==> src/tsf_pkg.sv <==
`timescale 1ns / 1ps
// Package for the temperature sensor filter: widths, reset values, register
// indexes and the structs passed between the front, queue, divider and back.
// No dependencies.
package tsf_pkg;

    localparam int AVERAGE_SHIFT_DEF = 6;
    localparam int SAMPLE_BITS_DEF   = 10;

    localparam int CFG_W    = 16;
    localparam int OFFSET_W = 8;
    localparam int TEMP_W   = 16;
    localparam int DATA_W   = 32;
    localparam int ADDR_W   = 5;
    localparam int IDX_W    = ADDR_W - 2;

    // Averages and divisors are carried at the widest sample setting.
    localparam int DIV_D   = 17;
    localparam int DIV_N   = DIV_D + 7;
    localparam int STEP_W  = $clog2(DIV_N + 1);
    localparam int NUM_PAD = DIV_N - CFG_W;

    localparam int SCALE_HUNDRED = 100;

    localparam logic [CFG_W-1:0]    SUPPLY_NUM_RST = 16'd12276;
    localparam logic [CFG_W-1:0]    REF_NUM_RST    = 16'd7173;
    localparam logic [CFG_W-1:0]    COLD_NUM_RST   = 16'd1684;
    localparam logic [CFG_W-1:0]    HOT_NUM_RST    = 16'd1809;
    localparam logic [OFFSET_W-1:0] OFFSET_RST     = 8'd25;

    typedef enum logic [IDX_W-1:0] {
        REG_SUPPLY_NUM = 3'd0,
        REG_REF_NUM    = 3'd1,
        REG_COLD_NUM   = 3'd2,
        REG_HOT_NUM    = 3'd3,
        REG_OFFSET     = 3'd4
    } reg_idx_t;

    typedef struct packed {
        logic [CFG_W-1:0]    supply_num;
        logic [CFG_W-1:0]    ref_num;
        logic [CFG_W-1:0]    cold_num;
        logic [CFG_W-1:0]    hot_num;
        logic [OFFSET_W-1:0] temperature_offset;
    } cfg_t;

    typedef struct packed {
        logic             next_channel;
        logic [DIV_D-1:0] avg_t;
        logic [DIV_D-1:0] avg_b;
    } item_t;

    typedef struct packed {
        logic              start;
        logic [DIV_N-1:0]  dividend;
        logic [DIV_D-1:0]  divisor;
        logic [STEP_W-1:0] steps;
    } div_req_t;

    typedef struct packed {
        logic             done;
        logic [DIV_N-1:0] quotient;
    } div_rsp_t;

    typedef struct packed {
        logic              next_channel;
        logic [TEMP_W-1:0] temperature;
        logic [CFG_W-1:0]  supply_level;
        logic              valid_res;
    } result_t;

endpackage

==> src/tsf_sample_if.sv <==
`timescale 1ns / 1ps
// Sample channel: valid/ready handshake carrying one ADC result.
// Depends on tsf_pkg.
interface tsf_sample_if #(
    parameter int SAMPLE_BITS = tsf_pkg::SAMPLE_BITS_DEF
) ();
    logic                   valid;
    logic                   ready;
    logic [SAMPLE_BITS-1:0] sample;

    modport source (output valid, output sample, input ready);
    modport sink   (input valid, input sample, output ready);
endinterface

==> src/tsf_result_if.sv <==
`timescale 1ns / 1ps
// Result channel: valid/ready handshake carrying one filter result.
// Depends on tsf_pkg.
interface tsf_result_if ();
    logic                                valid;
    logic                                ready;
    logic                                next_channel;
    logic signed [tsf_pkg::TEMP_W-1:0]   temperature;
    logic [tsf_pkg::CFG_W-1:0]           supply_level;
    logic                                valid_res;

    modport source (output valid, output next_channel, output temperature,
                    output supply_level, output valid_res, input ready);
    modport sink   (input valid, input next_channel, input temperature,
                    input supply_level, input valid_res, output ready);
endinterface

==> src/tsf_regs.sv <==
`timescale 1ns / 1ps
// APB configuration registers of the temperature sensor filter.
// Depends on tsf_pkg.
module tsf_regs (
    input  logic                        clk,
    input  logic                        rst_n,
    input  logic                        psel,
    input  logic                        penable,
    input  logic                        pwrite,
    input  logic [tsf_pkg::ADDR_W-1:0]  paddr,
    input  logic [tsf_pkg::DATA_W-1:0]  pwdata,
    output logic [tsf_pkg::DATA_W-1:0]  prdata,
    output logic                        pready,
    output tsf_pkg::cfg_t               cfg
);

    tsf_pkg::cfg_t                  cfg_reg;
    logic [tsf_pkg::IDX_W-1:0]      idx;
    logic                           wr_en;

    assign pready = 1'b1;
    assign idx    = paddr[tsf_pkg::ADDR_W-1:2];
    assign wr_en  = psel && penable && pwrite && pready;
    assign cfg    = cfg_reg;

    always_ff @(posedge clk or negedge rst_n)
    begin
        if (!rst_n)
        begin
            cfg_reg.supply_num         <= tsf_pkg::SUPPLY_NUM_RST;
            cfg_reg.ref_num            <= tsf_pkg::REF_NUM_RST;
            cfg_reg.cold_num           <= tsf_pkg::COLD_NUM_RST;
            cfg_reg.hot_num            <= tsf_pkg::HOT_NUM_RST;
            cfg_reg.temperature_offset <= tsf_pkg::OFFSET_RST;
        end
        else if (wr_en)
        begin
            unique case (idx)
                tsf_pkg::REG_SUPPLY_NUM: cfg_reg.supply_num <= pwdata[tsf_pkg::CFG_W-1:0];
                tsf_pkg::REG_REF_NUM:    cfg_reg.ref_num    <= pwdata[tsf_pkg::CFG_W-1:0];
                tsf_pkg::REG_COLD_NUM:   cfg_reg.cold_num   <= pwdata[tsf_pkg::CFG_W-1:0];
                tsf_pkg::REG_HOT_NUM:    cfg_reg.hot_num    <= pwdata[tsf_pkg::CFG_W-1:0];
                tsf_pkg::REG_OFFSET:
                    cfg_reg.temperature_offset <= pwdata[tsf_pkg::OFFSET_W-1:0];
                default: ;
            endcase
        end
    end

    always_comb
    begin
        unique case (idx)
            tsf_pkg::REG_SUPPLY_NUM: prdata = tsf_pkg::DATA_W'(cfg_reg.supply_num);
            tsf_pkg::REG_REF_NUM:    prdata = tsf_pkg::DATA_W'(cfg_reg.ref_num);
            tsf_pkg::REG_COLD_NUM:   prdata = tsf_pkg::DATA_W'(cfg_reg.cold_num);
            tsf_pkg::REG_HOT_NUM:    prdata = tsf_pkg::DATA_W'(cfg_reg.hot_num);
            tsf_pkg::REG_OFFSET:     prdata = tsf_pkg::DATA_W'(cfg_reg.temperature_offset);
            default:                 prdata = '0;
        endcase
    end

endmodule

==> src/tsf_front.sv <==
`timescale 1ns / 1ps
// Front end: accepts samples, steers them to the temperature or bandgap
// running-sum filter and queues the new averages. Depends on tsf_pkg.
module tsf_front #(
    parameter int AVERAGE_SHIFT = tsf_pkg::AVERAGE_SHIFT_DEF,
    parameter int SAMPLE_BITS   = tsf_pkg::SAMPLE_BITS_DEF
) (
    input  logic                 clk,
    input  logic                 rst_n,
    tsf_sample_if.sink           samples,
    input  logic                 q_full,
    output logic                 q_push,
    output tsf_pkg::item_t       q_item
);

    localparam int SUM_W = SAMPLE_BITS + AVERAGE_SHIFT + 1;

    logic             phase_reg;
    logic [SUM_W-1:0] temp_sum_reg;
    logic [SUM_W-1:0] bg_sum_reg;
    logic [SUM_W-1:0] temp_sum_next;
    logic [SUM_W-1:0] bg_sum_next;
    logic [SUM_W-1:0] sum_sel;
    logic [SUM_W:0]   sum_upd;

    assign samples.ready = !q_full;
    assign q_push        = samples.valid && samples.ready;

    always_comb
    begin
        sum_sel = phase_reg ? bg_sum_reg : temp_sum_reg;
        sum_upd = (SUM_W+1)'(sum_sel) + (SUM_W+1)'(samples.sample)
                  - (SUM_W+1)'(sum_sel >> AVERAGE_SHIFT);
        temp_sum_next = phase_reg ? temp_sum_reg : sum_upd[SUM_W-1:0];
        bg_sum_next   = phase_reg ? sum_upd[SUM_W-1:0] : bg_sum_reg;
        q_item.next_channel = !phase_reg;
        q_item.avg_t = tsf_pkg::DIV_D'(temp_sum_next >> AVERAGE_SHIFT);
        q_item.avg_b = tsf_pkg::DIV_D'(bg_sum_next >> AVERAGE_SHIFT);
    end

    always_ff @(posedge clk or negedge rst_n)
    begin
        if (!rst_n)
        begin
            phase_reg    <= 1'b0;
            temp_sum_reg <= '0;
            bg_sum_reg   <= '0;
        end
        else if (q_push)
        begin
            phase_reg    <= !phase_reg;
            temp_sum_reg <= temp_sum_next;
            bg_sum_reg   <= bg_sum_next;
        end
    end

endmodule

==> src/tsf_queue.sv <==
`timescale 1ns / 1ps
// Two-entry queue of filtered averages between front and back end.
// Depends on tsf_pkg.
module tsf_queue (
    input  logic            clk,
    input  logic            rst_n,
    input  logic            push,
    input  tsf_pkg::item_t  push_item,
    output logic            full,
    input  logic            pop,
    output tsf_pkg::item_t  head,
    output logic            empty
);

    tsf_pkg::item_t entries_reg [2];
    logic           wr_ptr_reg;
    logic           rd_ptr_reg;
    logic [1:0]     count_reg;

    assign full  = (count_reg == 2'd2);
    assign empty = (count_reg == 2'd0);
    assign head  = entries_reg[rd_ptr_reg];

    always_ff @(posedge clk or negedge rst_n)
    begin
        if (!rst_n)
        begin
            wr_ptr_reg <= 1'b0;
            rd_ptr_reg <= 1'b0;
            count_reg  <= 2'd0;
        end
        else
        begin
            if (push)
                wr_ptr_reg <= !wr_ptr_reg;
            if (pop)
                rd_ptr_reg <= !rd_ptr_reg;
            if (push && !pop)
                count_reg <= count_reg + 2'd1;
            else if (pop && !push)
                count_reg <= count_reg - 2'd1;
        end
    end

    always_ff @(posedge clk)
    begin
        if (push)
            entries_reg[wr_ptr_reg] <= push_item;
    end

endmodule

==> src/tsf_div.sv <==
`timescale 1ns / 1ps
// Shared restoring divider, one quotient bit per cycle, left-aligned dividend.
// Depends on tsf_pkg.
module tsf_div (
    input  logic               clk,
    input  logic               rst_n,
    input  tsf_pkg::div_req_t  req,
    output tsf_pkg::div_rsp_t  rsp
);

    logic                         busy_reg;
    logic                         done_reg;
    logic [tsf_pkg::STEP_W-1:0]   cnt_reg;
    logic [tsf_pkg::DIV_N-1:0]    quo_reg;
    logic [tsf_pkg::DIV_D-1:0]    rem_reg;
    logic [tsf_pkg::DIV_D-1:0]    divisor_reg;
    logic [tsf_pkg::DIV_D:0]      shifted;
    logic [tsf_pkg::DIV_D:0]      trial;
    logic                         fits;

    assign shifted = {rem_reg, quo_reg[tsf_pkg::DIV_N-1]};
    assign trial   = shifted - {1'b0, divisor_reg};
    assign fits    = (shifted >= {1'b0, divisor_reg});

    assign rsp.done     = done_reg;
    assign rsp.quotient = quo_reg;

    always_ff @(posedge clk or negedge rst_n)
    begin
        if (!rst_n)
        begin
            busy_reg <= 1'b0;
            done_reg <= 1'b0;
            cnt_reg  <= '0;
        end
        else
        begin
            done_reg <= !req.start && busy_reg && (cnt_reg == tsf_pkg::STEP_W'(1));
            if (req.start)
            begin
                busy_reg <= 1'b1;
                cnt_reg  <= req.steps;
            end
            else if (busy_reg)
            begin
                cnt_reg <= cnt_reg - 1'b1;
                if (cnt_reg == tsf_pkg::STEP_W'(1))
                    busy_reg <= 1'b0;
            end
        end
    end

    always_ff @(posedge clk)
    begin
        if (req.start)
        begin
            quo_reg     <= req.dividend;
            rem_reg     <= '0;
            divisor_reg <= req.divisor;
        end
        else if (busy_reg)
        begin
            quo_reg <= {quo_reg[tsf_pkg::DIV_N-2:0], fits};
            rem_reg <= fits ? trial[tsf_pkg::DIV_D-1:0] : shifted[tsf_pkg::DIV_D-1:0];
        end
    end

endmodule

==> src/tsf_back.sv <==
`timescale 1ns / 1ps
// Back end: sequences supply, reference, slope and temperature divisions on
// the shared divider and holds the result register. Depends on tsf_pkg.
module tsf_back (
    input  logic               clk,
    input  logic               rst_n,
    input  tsf_pkg::cfg_t      cfg,
    input  logic               q_empty,
    input  tsf_pkg::item_t     q_head,
    output logic               q_pop,
    output tsf_pkg::div_req_t  div_req,
    input  tsf_pkg::div_rsp_t  div_rsp,
    tsf_result_if.source       results
);

    localparam int T_W = tsf_pkg::DIV_N + 1;

    typedef enum logic [2:0] {
        ST_IDLE,
        ST_SUPPLY,
        ST_CHECK,
        ST_REF,
        ST_SLOPE,
        ST_TEMP,
        ST_OUT
    } state_t;

    state_t                         state_reg;
    tsf_pkg::item_t                 item_reg;
    logic [tsf_pkg::CFG_W-1:0]      supply_reg;
    logic [tsf_pkg::CFG_W-1:0]      reference_reg;
    logic [tsf_pkg::TEMP_W-1:0]     temperature_reg;
    logic                           cold_reg;
    logic                           valid_res_reg;
    tsf_pkg::div_req_t              div_req_reg;
    tsf_pkg::result_t               out_reg;
    logic                           out_valid_reg;

    logic [tsf_pkg::CFG_W-1:0]      quo16;
    logic                           cold_now;
    logic [tsf_pkg::DIV_D-1:0]      diff;
    logic [tsf_pkg::DIV_N-1:0]      scaled;
    logic signed [T_W-1:0]          off_ext;
    logic signed [T_W-1:0]          t_val;
    logic [tsf_pkg::TEMP_W-1:0]     t_sat;

    function automatic tsf_pkg::div_req_t div_cmd(
        input logic [tsf_pkg::DIV_N-1:0]  dividend,
        input logic [tsf_pkg::DIV_D-1:0]  divisor,
        input logic [tsf_pkg::STEP_W-1:0] steps
    );
        tsf_pkg::div_req_t r;
        r.start    = 1'b1;
        r.dividend = dividend;
        r.divisor  = divisor;
        r.steps    = steps;
        return r;
    endfunction

    assign q_pop   = (state_reg == ST_IDLE) && !q_empty;
    assign div_req = div_req_reg;

    assign results.valid        = out_valid_reg;
    assign results.next_channel = out_reg.next_channel;
    assign results.temperature  = out_reg.temperature;
    assign results.supply_level = out_reg.supply_level;
    assign results.valid_res    = out_reg.valid_res;

    always_comb
    begin
        quo16    = div_rsp.quotient[tsf_pkg::CFG_W-1:0];
        cold_now = (item_reg.avg_t >= tsf_pkg::DIV_D'(quo16));
        diff     = cold_reg ? item_reg.avg_t - tsf_pkg::DIV_D'(reference_reg)
                            : tsf_pkg::DIV_D'(reference_reg) - item_reg.avg_t;
        scaled   = tsf_pkg::DIV_N'(diff) * tsf_pkg::DIV_N'(tsf_pkg::SCALE_HUNDRED);
        off_ext  = T_W'($signed(cfg.temperature_offset));
        t_val    = cold_reg ? off_ext - $signed(T_W'(div_rsp.quotient))
                            : off_ext + $signed(T_W'(div_rsp.quotient));
        // saturate when the bits above the 16-bit sign do not all agree
        if (t_val[T_W-1:tsf_pkg::TEMP_W-1] == '0
            || t_val[T_W-1:tsf_pkg::TEMP_W-1] == '1)
            t_sat = t_val[tsf_pkg::TEMP_W-1:0];
        else if (t_val[T_W-1])
            t_sat = {1'b1, {(tsf_pkg::TEMP_W-1){1'b0}}};
        else
            t_sat = {1'b0, {(tsf_pkg::TEMP_W-1){1'b1}}};
    end

    always_ff @(posedge clk or negedge rst_n)
    begin
        if (!rst_n)
        begin
            state_reg       <= ST_IDLE;
            item_reg        <= '0;
            supply_reg      <= '0;
            reference_reg   <= '0;
            temperature_reg <= '0;
            cold_reg        <= 1'b0;
            valid_res_reg   <= 1'b0;
            div_req_reg     <= '0;
            out_reg         <= '0;
            out_valid_reg   <= 1'b0;
        end
        else
        begin
            if (state_reg == ST_OUT && (!out_valid_reg || results.ready))
                out_valid_reg <= 1'b1;
            else if (out_valid_reg && results.ready)
                out_valid_reg <= 1'b0;

            // a command is only issued from a state whose successor waits on done
            if (div_req_reg.start)
                div_req_reg.start <= 1'b0;
            else
            begin
                unique case (state_reg)
                    ST_IDLE:
                    begin
                        if (!q_empty)
                        begin
                            item_reg      <= q_head;
                            valid_res_reg <= 1'b0;
                            if (q_head.avg_b != '0)
                            begin
                                div_req_reg <= div_cmd(
                                    tsf_pkg::DIV_N'(cfg.supply_num) << tsf_pkg::NUM_PAD,
                                    q_head.avg_b, tsf_pkg::STEP_W'(tsf_pkg::CFG_W));
                                state_reg <= ST_SUPPLY;
                            end
                            else
                                state_reg <= ST_CHECK;
                        end
                    end
                    ST_SUPPLY:
                    begin
                        if (div_rsp.done)
                        begin
                            supply_reg <= quo16;
                            state_reg  <= ST_CHECK;
                        end
                    end
                    ST_CHECK:
                    begin
                        if (supply_reg == '0)
                            state_reg <= ST_OUT;
                        else
                        begin
                            div_req_reg <= div_cmd(
                                tsf_pkg::DIV_N'(cfg.ref_num) << tsf_pkg::NUM_PAD,
                                tsf_pkg::DIV_D'(supply_reg),
                                tsf_pkg::STEP_W'(tsf_pkg::CFG_W));
                            state_reg <= ST_REF;
                        end
                    end
                    ST_REF:
                    begin
                        if (div_rsp.done)
                        begin
                            reference_reg <= quo16;
                            cold_reg      <= cold_now;
                            div_req_reg   <= div_cmd(
                                tsf_pkg::DIV_N'(cold_now ? cfg.cold_num : cfg.hot_num)
                                    << tsf_pkg::NUM_PAD,
                                tsf_pkg::DIV_D'(supply_reg),
                                tsf_pkg::STEP_W'(tsf_pkg::CFG_W));
                            state_reg <= ST_SLOPE;
                        end
                    end
                    ST_SLOPE:
                    begin
                        if (div_rsp.done)
                        begin
                            if (quo16 == '0)
                                state_reg <= ST_OUT;
                            else
                            begin
                                div_req_reg <= div_cmd(scaled, tsf_pkg::DIV_D'(quo16),
                                    tsf_pkg::STEP_W'(tsf_pkg::DIV_N));
                                state_reg <= ST_TEMP;
                            end
                        end
                    end
                    ST_TEMP:
                    begin
                        if (div_rsp.done)
                        begin
                            temperature_reg <= t_sat;
                            valid_res_reg   <= 1'b1;
                            state_reg       <= ST_OUT;
                        end
                    end
                    ST_OUT:
                    begin
                        if (!out_valid_reg || results.ready)
                        begin
                            out_reg.next_channel <= item_reg.next_channel;
                            out_reg.temperature  <= temperature_reg;
                            out_reg.supply_level <= supply_reg;
                            out_reg.valid_res    <= valid_res_reg;
                            state_reg            <= ST_IDLE;
                        end
                    end
                    default: state_reg <= ST_IDLE;
                endcase
            end
        end
    end

    a_out_load: assert property (@(posedge clk) disable iff (!rst_n)
        (state_reg == ST_OUT && (!out_valid_reg || results.ready))
        |=> (out_valid_reg && state_reg == ST_IDLE))
        else $error("result not loaded on leaving output state");

    a_valid_supply: assert property (@(posedge clk) disable iff (!rst_n)
        (out_valid_reg && out_reg.valid_res) |-> (out_reg.supply_level != '0))
        else $error("valid temperature with zero supply level");

    a_div_done: assert property (@(posedge clk) disable iff (!rst_n)
        div_rsp.done |-> (state_reg == ST_SUPPLY || state_reg == ST_REF
                          || state_reg == ST_SLOPE || state_reg == ST_TEMP))
        else $error("divider finished outside a division state");

endmodule

==> src/on_chip_temperature_sensor_filter_unit.sv <==
`timescale 1ns / 1ps
// Top level of the bandgap-compensated temperature sensor filter.
// Depends on tsf_pkg, tsf_sample_if, tsf_result_if and all tsf_* modules.
//
//   channel   dir   handshake              payload
//   samples   in    valid/ready            sample
//   results   out   valid/ready            next_channel, temperature,
//                                          supply_level, valid_res
//   apb       in    psel/penable/pready    paddr, pwdata, prdata
//
// A sample is taken into a two-entry queue; the back end then pops it and runs
// the supply, reference, slope and temperature divisions on the shared
// one-bit-per-cycle divider, with check and output steps, and skips divisions
// when the bandgap average, supply or slope is 0. Reset is asynchronous and
// active low; queue entries and divider data registers have no reset, all others do.
// samples.ready drops only while the queue is full; a stalled result waits in
// the output register while the back end works on the next transaction.
module on_chip_temperature_sensor_filter_unit #(
    parameter int AVERAGE_SHIFT = tsf_pkg::AVERAGE_SHIFT_DEF,
    parameter int SAMPLE_BITS   = tsf_pkg::SAMPLE_BITS_DEF
) (
    input  logic                        clk,
    input  logic                        rst_n,
    tsf_sample_if.sink                  samples,
    tsf_result_if.source                results,
    input  logic                        psel,
    input  logic                        penable,
    input  logic                        pwrite,
    input  logic [tsf_pkg::ADDR_W-1:0]  paddr,
    input  logic [tsf_pkg::DATA_W-1:0]  pwdata,
    output logic [tsf_pkg::DATA_W-1:0]  prdata,
    output logic                        pready
);

    tsf_pkg::cfg_t      cfg;
    tsf_pkg::item_t     push_item;
    tsf_pkg::item_t     head;
    logic               push;
    logic               full;
    logic               pop;
    logic               empty;
    tsf_pkg::div_req_t  div_req;
    tsf_pkg::div_rsp_t  div_rsp;

    tsf_regs u_regs (
        .clk     (clk),
        .rst_n   (rst_n),
        .psel    (psel),
        .penable (penable),
        .pwrite  (pwrite),
        .paddr   (paddr),
        .pwdata  (pwdata),
        .prdata  (prdata),
        .pready  (pready),
        .cfg     (cfg)
    );

    tsf_front #(
        .AVERAGE_SHIFT (AVERAGE_SHIFT),
        .SAMPLE_BITS   (SAMPLE_BITS)
    ) u_front (
        .clk     (clk),
        .rst_n   (rst_n),
        .samples (samples),
        .q_full  (full),
        .q_push  (push),
        .q_item  (push_item)
    );

    tsf_queue u_queue (
        .clk       (clk),
        .rst_n     (rst_n),
        .push      (push),
        .push_item (push_item),
        .full      (full),
        .pop       (pop),
        .head      (head),
        .empty     (empty)
    );

    tsf_div u_div (
        .clk   (clk),
        .rst_n (rst_n),
        .req   (div_req),
        .rsp   (div_rsp)
    );

    tsf_back u_back (
        .clk     (clk),
        .rst_n   (rst_n),
        .cfg     (cfg),
        .q_empty (empty),
        .q_head  (head),
        .q_pop   (pop),
        .div_req (div_req),
        .div_rsp (div_rsp),
        .results (results)
    );

endmodule

==> src/flat_wrapper.sv <==
// flat-port wrapper written by rule: the top's interface ports become plain ports
module on_chip_temperature_sensor_filter_unit_flat 
#(
    parameter int AVERAGE_SHIFT = tsf_pkg::AVERAGE_SHIFT_DEF,
    parameter int SAMPLE_BITS   = tsf_pkg::SAMPLE_BITS_DEF
)
  (clk, rst_n, psel, penable, pwrite, paddr, pwdata, prdata, pready, samples_valid, samples_sample, samples_ready, results_valid, results_next_channel, results_temperature, results_supply_level, results_valid_res, results_ready);
  tsf_sample_if #(.SAMPLE_BITS(SAMPLE_BITS)) samples_i ();
  tsf_result_if results_i ();
  input  logic clk;
  input  logic rst_n;
  input  logic psel;
  input  logic penable;
  input  logic pwrite;
  input  logic [tsf_pkg::ADDR_W-1:0] paddr;
  input  logic [tsf_pkg::DATA_W-1:0] pwdata;
  output logic [tsf_pkg::DATA_W-1:0] prdata;
  output logic pready;
  input wire logic [$bits(samples_i.valid)-1:0] samples_valid;
  input wire logic [$bits(samples_i.sample)-1:0] samples_sample;
  output wire logic [$bits(samples_i.ready)-1:0] samples_ready;
  output wire logic [$bits(results_i.valid)-1:0] results_valid;
  output wire logic [$bits(results_i.next_channel)-1:0] results_next_channel;
  output wire logic [$bits(results_i.temperature)-1:0] results_temperature;
  output wire logic [$bits(results_i.supply_level)-1:0] results_supply_level;
  output wire logic [$bits(results_i.valid_res)-1:0] results_valid_res;
  input wire logic [$bits(results_i.ready)-1:0] results_ready;
  assign samples_i.valid = samples_valid;
  assign samples_i.sample = samples_sample;
  assign samples_ready = samples_i.ready;
  assign results_valid = results_i.valid;
  assign results_next_channel = results_i.next_channel;
  assign results_temperature = results_i.temperature;
  assign results_supply_level = results_i.supply_level;
  assign results_valid_res = results_i.valid_res;
  assign results_i.ready = results_ready;
  on_chip_temperature_sensor_filter_unit #(.AVERAGE_SHIFT(AVERAGE_SHIFT), .SAMPLE_BITS(SAMPLE_BITS)) u_core (.clk(clk), .rst_n(rst_n), .samples(samples_i), .results(results_i), .psel(psel), .penable(penable), .pwrite(pwrite), .paddr(paddr), .pwdata(pwdata), .prdata(prdata), .pready(pready));
endmodule
==> config.mk <==
export PLATFORM = sky130hd
export DESIGN_NAME = on_chip_temperature_sensor_filter_unit_flat
export DESIGN_NICKNAME = d
export VERILOG_FILES = /design/src/tsf_pkg.sv /design/src/tsf_sample_if.sv /design/src/tsf_result_if.sv /design/src/tsf_regs.sv /design/src/tsf_front.sv /design/src/tsf_queue.sv /design/src/tsf_div.sv /design/src/tsf_back.sv /design/src/on_chip_temperature_sensor_filter_unit.sv /design/src/flat_wrapper.sv
export SDC_FILE = /design/constraint.sdc
export NUM_CORES = 1
export LEC_CHECK = 0
export ABC_AREA = 1
export ABC_CLOCK_PERIOD_IN_PS = 6900
export BUFFER_PORTS_ARGS = -buffer_cell sky130_fd_sc_hd__buf_4
export CORE_MARGIN = 5
export CORE_UTILIZATION = 33
export DETAILED_ROUTE_END_ITERATION = 12
export GPL_TIMING_DRIVEN = 0
export HOLD_SLACK_MARGIN = 0.03
export SLEW_MARGIN = 20
export SYNTH_ARGS = -nofsm -noshare
export SYNTH_HDL_FRONTEND = slang
export SYNTH_SLANG_ARGS = --single-unit
==> constraint.sdc <==
create_clock -name clk -period 6.9 [get_ports clk]
set_input_delay 1.725 -clock clk [delete_from_list [all_inputs] [get_ports clk]]
set_output_delay 1.725 -clock clk [all_outputs]
set_load 0.01 [all_outputs]
==> run_results.csv, run 1 <==
group,metric,value,unit
sta,tns,0,ns
grt,grt_pass1_wl,105300,um
drt,drc,0,
cts,clockRootBuffer,"clkbuf_16",
sta,grt_setup_unrepaired,"no",
grt,grt_overflow,0,
worst_setup_path,critPathRequiredTime,7.37,ns
layout,seq_area,9439,um2
run,cap_violations,0,
sta,period_needed,5.790,ns
cts,cts-htree-levels,2,
floorplanning,io_pins,123,
synthesis,synth_cell_type_count,59,
cts,cts_tree,"yes",
place,portBuffers,86,
worst_setup_path,worstPathMaxFanout,5,
floorplanning,num_rows,97,
drt,routed_via_density,4.843,
place,hpwlAfterDp,50500,um
drt,detail_route.wl_per_cell,16.34,um
sta,fin_skew,0.02474,ns
cts,cts_buffer_depth,3,
grt,grt_pass1_vias,19040,
cts,worstSkewPairLatency,0.58,ns
worst_setup_path,cp-end-kind,"flip-flop",
synthesis,netlist_area,23150,um2
sta,holdWs,0.4479,ns
layout,fill_cells,7252,
layout,largest_reg_flops,72,
min_path,hold_path.class,"reg2reg",
cts,cts_sinks,362,
layout,fin_cells,4036,
worst_setup_path,crit_type,"reg2reg",
drt,finalWirelength,65970,um
place,placedCellCount,3960,
synthesis,ys_ff_latch,362,
drt,vias,19550,
synthesis,syn_inst,2917,
drt,detail-route-antenna-nets,0,
layout,area_growth,14.33,%
sta,report.final.hold_viol_count,0,
floorplanning,die_h,274.9,um
worst_setup_path,start_kind,"flip-flop",
floorplanning,die_x,274.9,um
sta,setup_viol,0,
synthesis,yosysWarnings,0,
cts,cts_buffers,41,
floorplanning,dieArea,75550,um2
layout,mostFrequentLayoutCell,"nand2_1",
worst_setup_path,critPathArrivalTime,6.26,ns
grt,antenna_found_initial,0,
layout,layout.nets,3293,
cts,holdBufCountCts,0,
cts,postCtsSetupBuffers,0,
worst_setup_path,slowest_stage,"fa_1",
sta,relSlewSlack,30.09,%
sta,max_freq,172.7,MHz
sta,min_period_over_period,83.91,%
floorplanning,core,69790,um2
synthesis,synth_edf_count,86,
run_status,status,"complete, no violations",
layout,multi_input_area,11820,um2
sta,slew_violations,0,
drt,drtIter0Drc,1597,
layout,final_cell_mix,"853 x nand2_1, 363 x inv_1, 263 x o21ai_0",
place,place_congestion,0.9236,
layout,fin_util,37.93,%
synthesis,synthFlopType,"dfrtp_1",
grt,grt_max_degree,93,
cts,path_clk_slew,0.06,ns
floorplanning,start_util,33.17,%
layout,drive_gt1_share,11.63,%
synthesis,yosysSeqAreaShare,40.77,%
sta,worst_pin_slew,1.041,ns
worst_setup_path,slowest_delay,0.53,ns
grt,track_usage,17.39,%
synthesis,async_flop_share,71.55,%
synthesis,avgSynthCellArea,7.936,um2
drt,first_pass_iters,7,
cts,cts.repair.resized,0,
layout,diodes,0,
[cells by family (layout without fill, tap and decap cells)]
| logic type | Yosys count | count (layout) | share of synthesized area, % |
|---|---|---|---|
| AO/OA/AOI/OAI | 520 | 520 | 12.77 |
| XOR/XNOR | 90 | 90 | 3.405 |
| adder cells (fa/ha/maj) | 176 | 176 | 10.36 |
| buffers and inverters | 487 | 651 | 8.502 |
| flip-flops | 362 | 362 | 40.77 |
| multiplexers | 37 | 37 | 1.762 |
| other | 2 | 17 | 0.03244 |
| AND/OR/NAND/NOR | 1243 | 1243 | 22.40 |
[Yosys cell counts, types with 19 or more instances]
cell      number  area, um2
nand4_1       27      168.9
nand3_1       91      455.4
clkbuf_1      60      225.2
fa_1          26      520.5
xnor2_1       28      245.2
xor2_1        62      543.0
buf_4         22      165.2
ha_1         150       1877
a22oi_1       19      142.6
dfstp_2       28      735.7
nor2_1       171      641.9
nand2_1      853       3202
nand2_2       20      125.1
a21oi_1      123      615.6
inv_1        364       1366
o21ai_0      263       1316
or2_2         23      143.9
mux2_2        30      337.8
dfrtp_1      231       5781
edfxtp_1      86       2582
[final cells by class]
type                            instances  share of cell area [%]
Timing Repair Buffer                   88                   2.676
Sequential cell                       362                   35.66
Clock inverter                         20                  0.9029
Multi-Input combinational cell       2083                   44.67
Inverter                              383                   5.432
Buffer                                104                   2.004
Clock buffer                           56                   4.203
Tap cell                              940                   4.444
[metal layers]
layer / global-route usage, % / share of wire (%) / vias up
li1: - / - / 9755
met1: 23.57 / 45 / 9175
met2: 28.94 / 47 / 508
met3: 2.154 / 5.1 / 109
met4: 5.917 / 3.5 / 0
met5: 0 / 0 / -
[worst max-delay path: cells and delay by family (launching register included)]
family | cells | cell delay, ns
adder cells (fa/ha/maj) | 6 | 2.06
AO/OA/AOI/OAI | 6 | 1.59
AND/OR/NAND/NOR | 9 | 0.84
XOR/XNOR | 2 | 0.43
flip-flops | 1 | 0.40
buffers and inverters | 5 | 0.35
[path summary, 6_finish.rpt]
check	start	to	slack, ns	cells past startpoint
max	u_core.u_back.item_reg[17]$_DFFE_PN0P_	u_core.u_back.div_req[41]$_DFFE_PN0P_	1.11	28
min	u_core.u_back.div_req[16]$_DFFE_PN0P_	u_core.u_div.divisor_reg[11]$_DFFE_PP_	0.45	0
max reg2reg	u_core.u_back.item_reg[17]$_DFFE_PN0P_	u_core.u_back.div_req[41]$_DFFE_PN0P_	1.11	28
min reg2reg	u_core.u_back.div_req[16]$_DFFE_PN0P_	u_core.u_div.divisor_reg[11]$_DFFE_PP_	0.45	0
max in group asynchronous	rst_n	u_core.u_front.bg_sum_reg[14]$_DFFE_PN0P_	4.42	3
min in group asynchronous	rst_n	u_core.u_back.results.temperature[4]$_DFFE_PN0P_	1.09	1
[through the flow]
step	setup WS, ns	instance area [um2]
6_report	1.110	26470
5_1_grt	0.5039	26470
4_1_cts	1.180	26460
3_5_place_dp	1.226	25110
3_3_place_gp	1.199	25030
2_1_floorplan	2.043	23210
Power of run 1 is not shown: default switching activity piles up to over one toggle a cycle in this logic, so the estimate is an artifact.
==> run 2: changes to the inputs <==
--- a/config.mk
+++ b/config.mk
@@ -6,7 +6,7 @@
 export NUM_CORES = 1
 export LEC_CHECK = 0
 export ABC_AREA = 1
-export ABC_CLOCK_PERIOD_IN_PS = 6900
+export ABC_CLOCK_PERIOD_IN_PS = 4800
 export BUFFER_PORTS_ARGS = -buffer_cell sky130_fd_sc_hd__buf_4
 export CORE_MARGIN = 5
 export CORE_UTILIZATION = 33
==> constraint.sdc (replaced) <==
create_clock -name clk -period 4.8 [get_ports clk]
set_input_delay 1.2 -clock clk [delete_from_list [all_inputs] [get_ports clk]]
set_output_delay 1.2 -clock clk [all_outputs]
set_load 0.01 [all_outputs]
==> run 2 against run 1 <==
The flow now finishes with violations (setup timing). First-iteration DRC count fell by 8.4%. Non-clock buffer count rose by 92. Wire length grew 2.9%. Global-route usage up 0.26 points. Die area unchanged. Critical path depth increased by 3. Design area up 6.3%. Fmax grew 17%. Clock skew down 0.012 ns. Largest cell class unchanged. Highest routed layer unchanged.
==> run_results.csv, run 2 (synthesis results as in run 1) <==
group,metric,value,unit
sta,slew_violations,0,
drt,vias,20030,
floorplanning,io_pins,123,
layout,largest_reg_flops,72,
worst_setup_path,r2r-start,"u_core.u_back.reference_reg[0]$_DFFE_PN0P_",
worst_setup_path,worstPathMaxFanout,4,
min_path,hold_path.class,"reg2reg",
worst_setup_path,start_kind,"flip-flop",
min_path,min_from,"u_core.u_back.div_req[15]$_DFFE_PN0P_",
min_path,whs_path_depth,0,
worst_setup_path,r2r_cells,31,
cts,cts_buffer_depth,3,
worst_setup_path,slowest_delay,0.49,ns
cts,holdBufCountCts,0,
drt,detail_route.wl_per_cell,16.45,um
min_path,whs_endpoint,"u_core.u_div.divisor_reg[10]$_DFFE_PP_",
worst_setup_path,rr_endpoint,"u_core.u_back.div_req[41]$_DFFE_PN0P_",
drt,routed_via_density,4.852,
floorplanning,num_rows,97,
cts,worstSkewPairLatency,0.59,ns
layout,fin_util,40.30,%
cts,cts-htree-levels,2,
cts,cts_tree,"yes",
grt,use_met2,29.07,%
worst_setup_path,critPathRequiredTime,5.27,ns
worst_setup_path,critPathArrivalTime,5.44,ns
worst_setup_path,cp-end-kind,"flip-flop",
cts,path_clk_slew,0.06,ns
sta,grt_setup_unrepaired,"yes",
cts,cts_buffers,41,
worst_setup_path,crit_type,"reg2reg",
sta,period_needed,4.970,ns
sta,report.final.hold_viol_count,0,
floorplanning,die_h,274.9,um
layout,layout.nets,3385,
drt,detail-route-antenna-nets,0,
cts,cts_sinks,362,
drt,first_pass_iters,5,
grt,grt-busiest-layer,"met2",
floorplanning,dieArea,75550,um2
floorplanning,die_x,274.9,um
floorplanning,core,69790,um2
sta,min_period_over_period,103.5,%
grt,grt_pass1_wl,107100,um
drt,finalWirelength,67910,um
grt,grt_overflow,0,
place,portBuffers,86,
place,place_congestion,0.9167,
layout,drive_gt1_share,18.85,%
floorplanning,start_util,33.17,%
cts,clockRootBuffer,"clkbuf_16",
layout,diodes,0,
sta,worst_slack,-0.1698,ns
layout,area_growth,21.49,%
run,cap_violations,0,
grt,track_usage,17.65,%
grt,antenna_found_initial,0,
worst_setup_path,slowest_stage,"fa_1",
grt,grt_max_degree,95,
grt,met3_usage,2.241,%
sta,fin_skew,0.01300,ns
place,hpwlAfterDp,50420,um
drt,drtIter0Drc,1463,
run_status,status,"finished, violations left",
grt,grt_pass1_vias,19430,
grt,use_met1,23.86,%
run_status,violations,"setup timing",
sta,setup_viol,5,
layout,final_cell_mix,"833 x nand2_1, 343 x inv_1, 239 x o21ai_0",
sta,worst_pin_slew,1.099,ns
worst_setup_path,reg2reg_slack,-0.17,ns
layout,mostFrequentLayoutCell,"nand2_1",
sta,relSlewSlack,26.19,%
sta,max_freq,201.2,MHz
drt,drc,0,
## run 2: cell types whose count changed in the layout (fill, tap and decap cells not counted), sizes merged
cell	change
bufinv	+1
buf	+95
clkinv	+1
clkbuf	-5
## run 2: worst max-delay path: cells and delay by family (launching register included)
kind                     cells  cell delay, ns
AO/OA/AOI/OAI                7            0.99
flip-flops                   1            0.41
adder cells (fa/ha/maj)      6            1.80
buffers and inverters        6            0.45
AND/OR/NAND/NOR             10            0.82
XOR/XNOR                     2            0.37
## run 2: final cells by class
cell class	instances	area [um2]
clock buffer	54	1136
timing repair buffer	183	1470
clock inverter	22	296.5
buffer	101	523.0
tap	940	1176
inverter	383	1441
fill	7042	41660
sequential	362	9449
multi-input combinational	2083	12630
## run 2: repair_timing
action                     in CTS  in global routing
setup endpoints to repair      23                 59
resized for setup             108                113
buffers inserted               70                 30
pin swaps                      41                 89
## run 2: stage by stage
stage	hold slack, ns	setup slack [ns]	std cells	TNS (ns)	cell area, um2
after CTS	0.4490	-0.2082	4104	-0.6411	27440
after global placement	0.4294	-0.9259	3958	-7.594	25030
after floorplan	0.4253	0.07003	2932	0	23210
final	0.4513	-0.1698	4128	-0.5145	28130
after detailed placement	0.4309	-0.9369	3960	-7.955	25110
after global routing	0.4578	-0.3700	4128	-2.468	28130
## run 2: per-layer routing
layer	part of all wire, %	routed length (um)
met5	0	0
met4	3.9	2661
met3	5.0	3400
met2	47	31880
met1	44	29960
## run 2: worst max path at each step
stage	start	end	cells past startpoint
final	u_core.u_back.reference_reg[0]$_DFFE_PN0P_	u_core.u_back.div_req[41]$_DFFE_PN0P_	31
after global routing	u_core.u_back.item_reg[17]$_DFFE_PN0P_	u_core.u_back.div_req[41]$_DFFE_PN0P_	29
after CTS	u_core.u_back.reference_reg[0]$_DFFE_PN0P_	u_core.u_back.div_req[44]$_DFFE_PN0P_	32
after detailed placement	u_core.u_back.item_reg[17]$_DFFE_PN0P_	u_core.u_back.div_req[41]$_DFFE_PN0P_	28
after global placement	u_core.u_back.item_reg[17]$_DFFE_PN0P_	u_core.u_back.div_req[41]$_DFFE_PN0P_	28
after floorplan	u_core.u_back.item_reg[17]$_DFFE_PN0P_	u_core.u_back.div_req[40]$_DFFE_PN0P_	28
Power of run 2 is left out for the same reason.
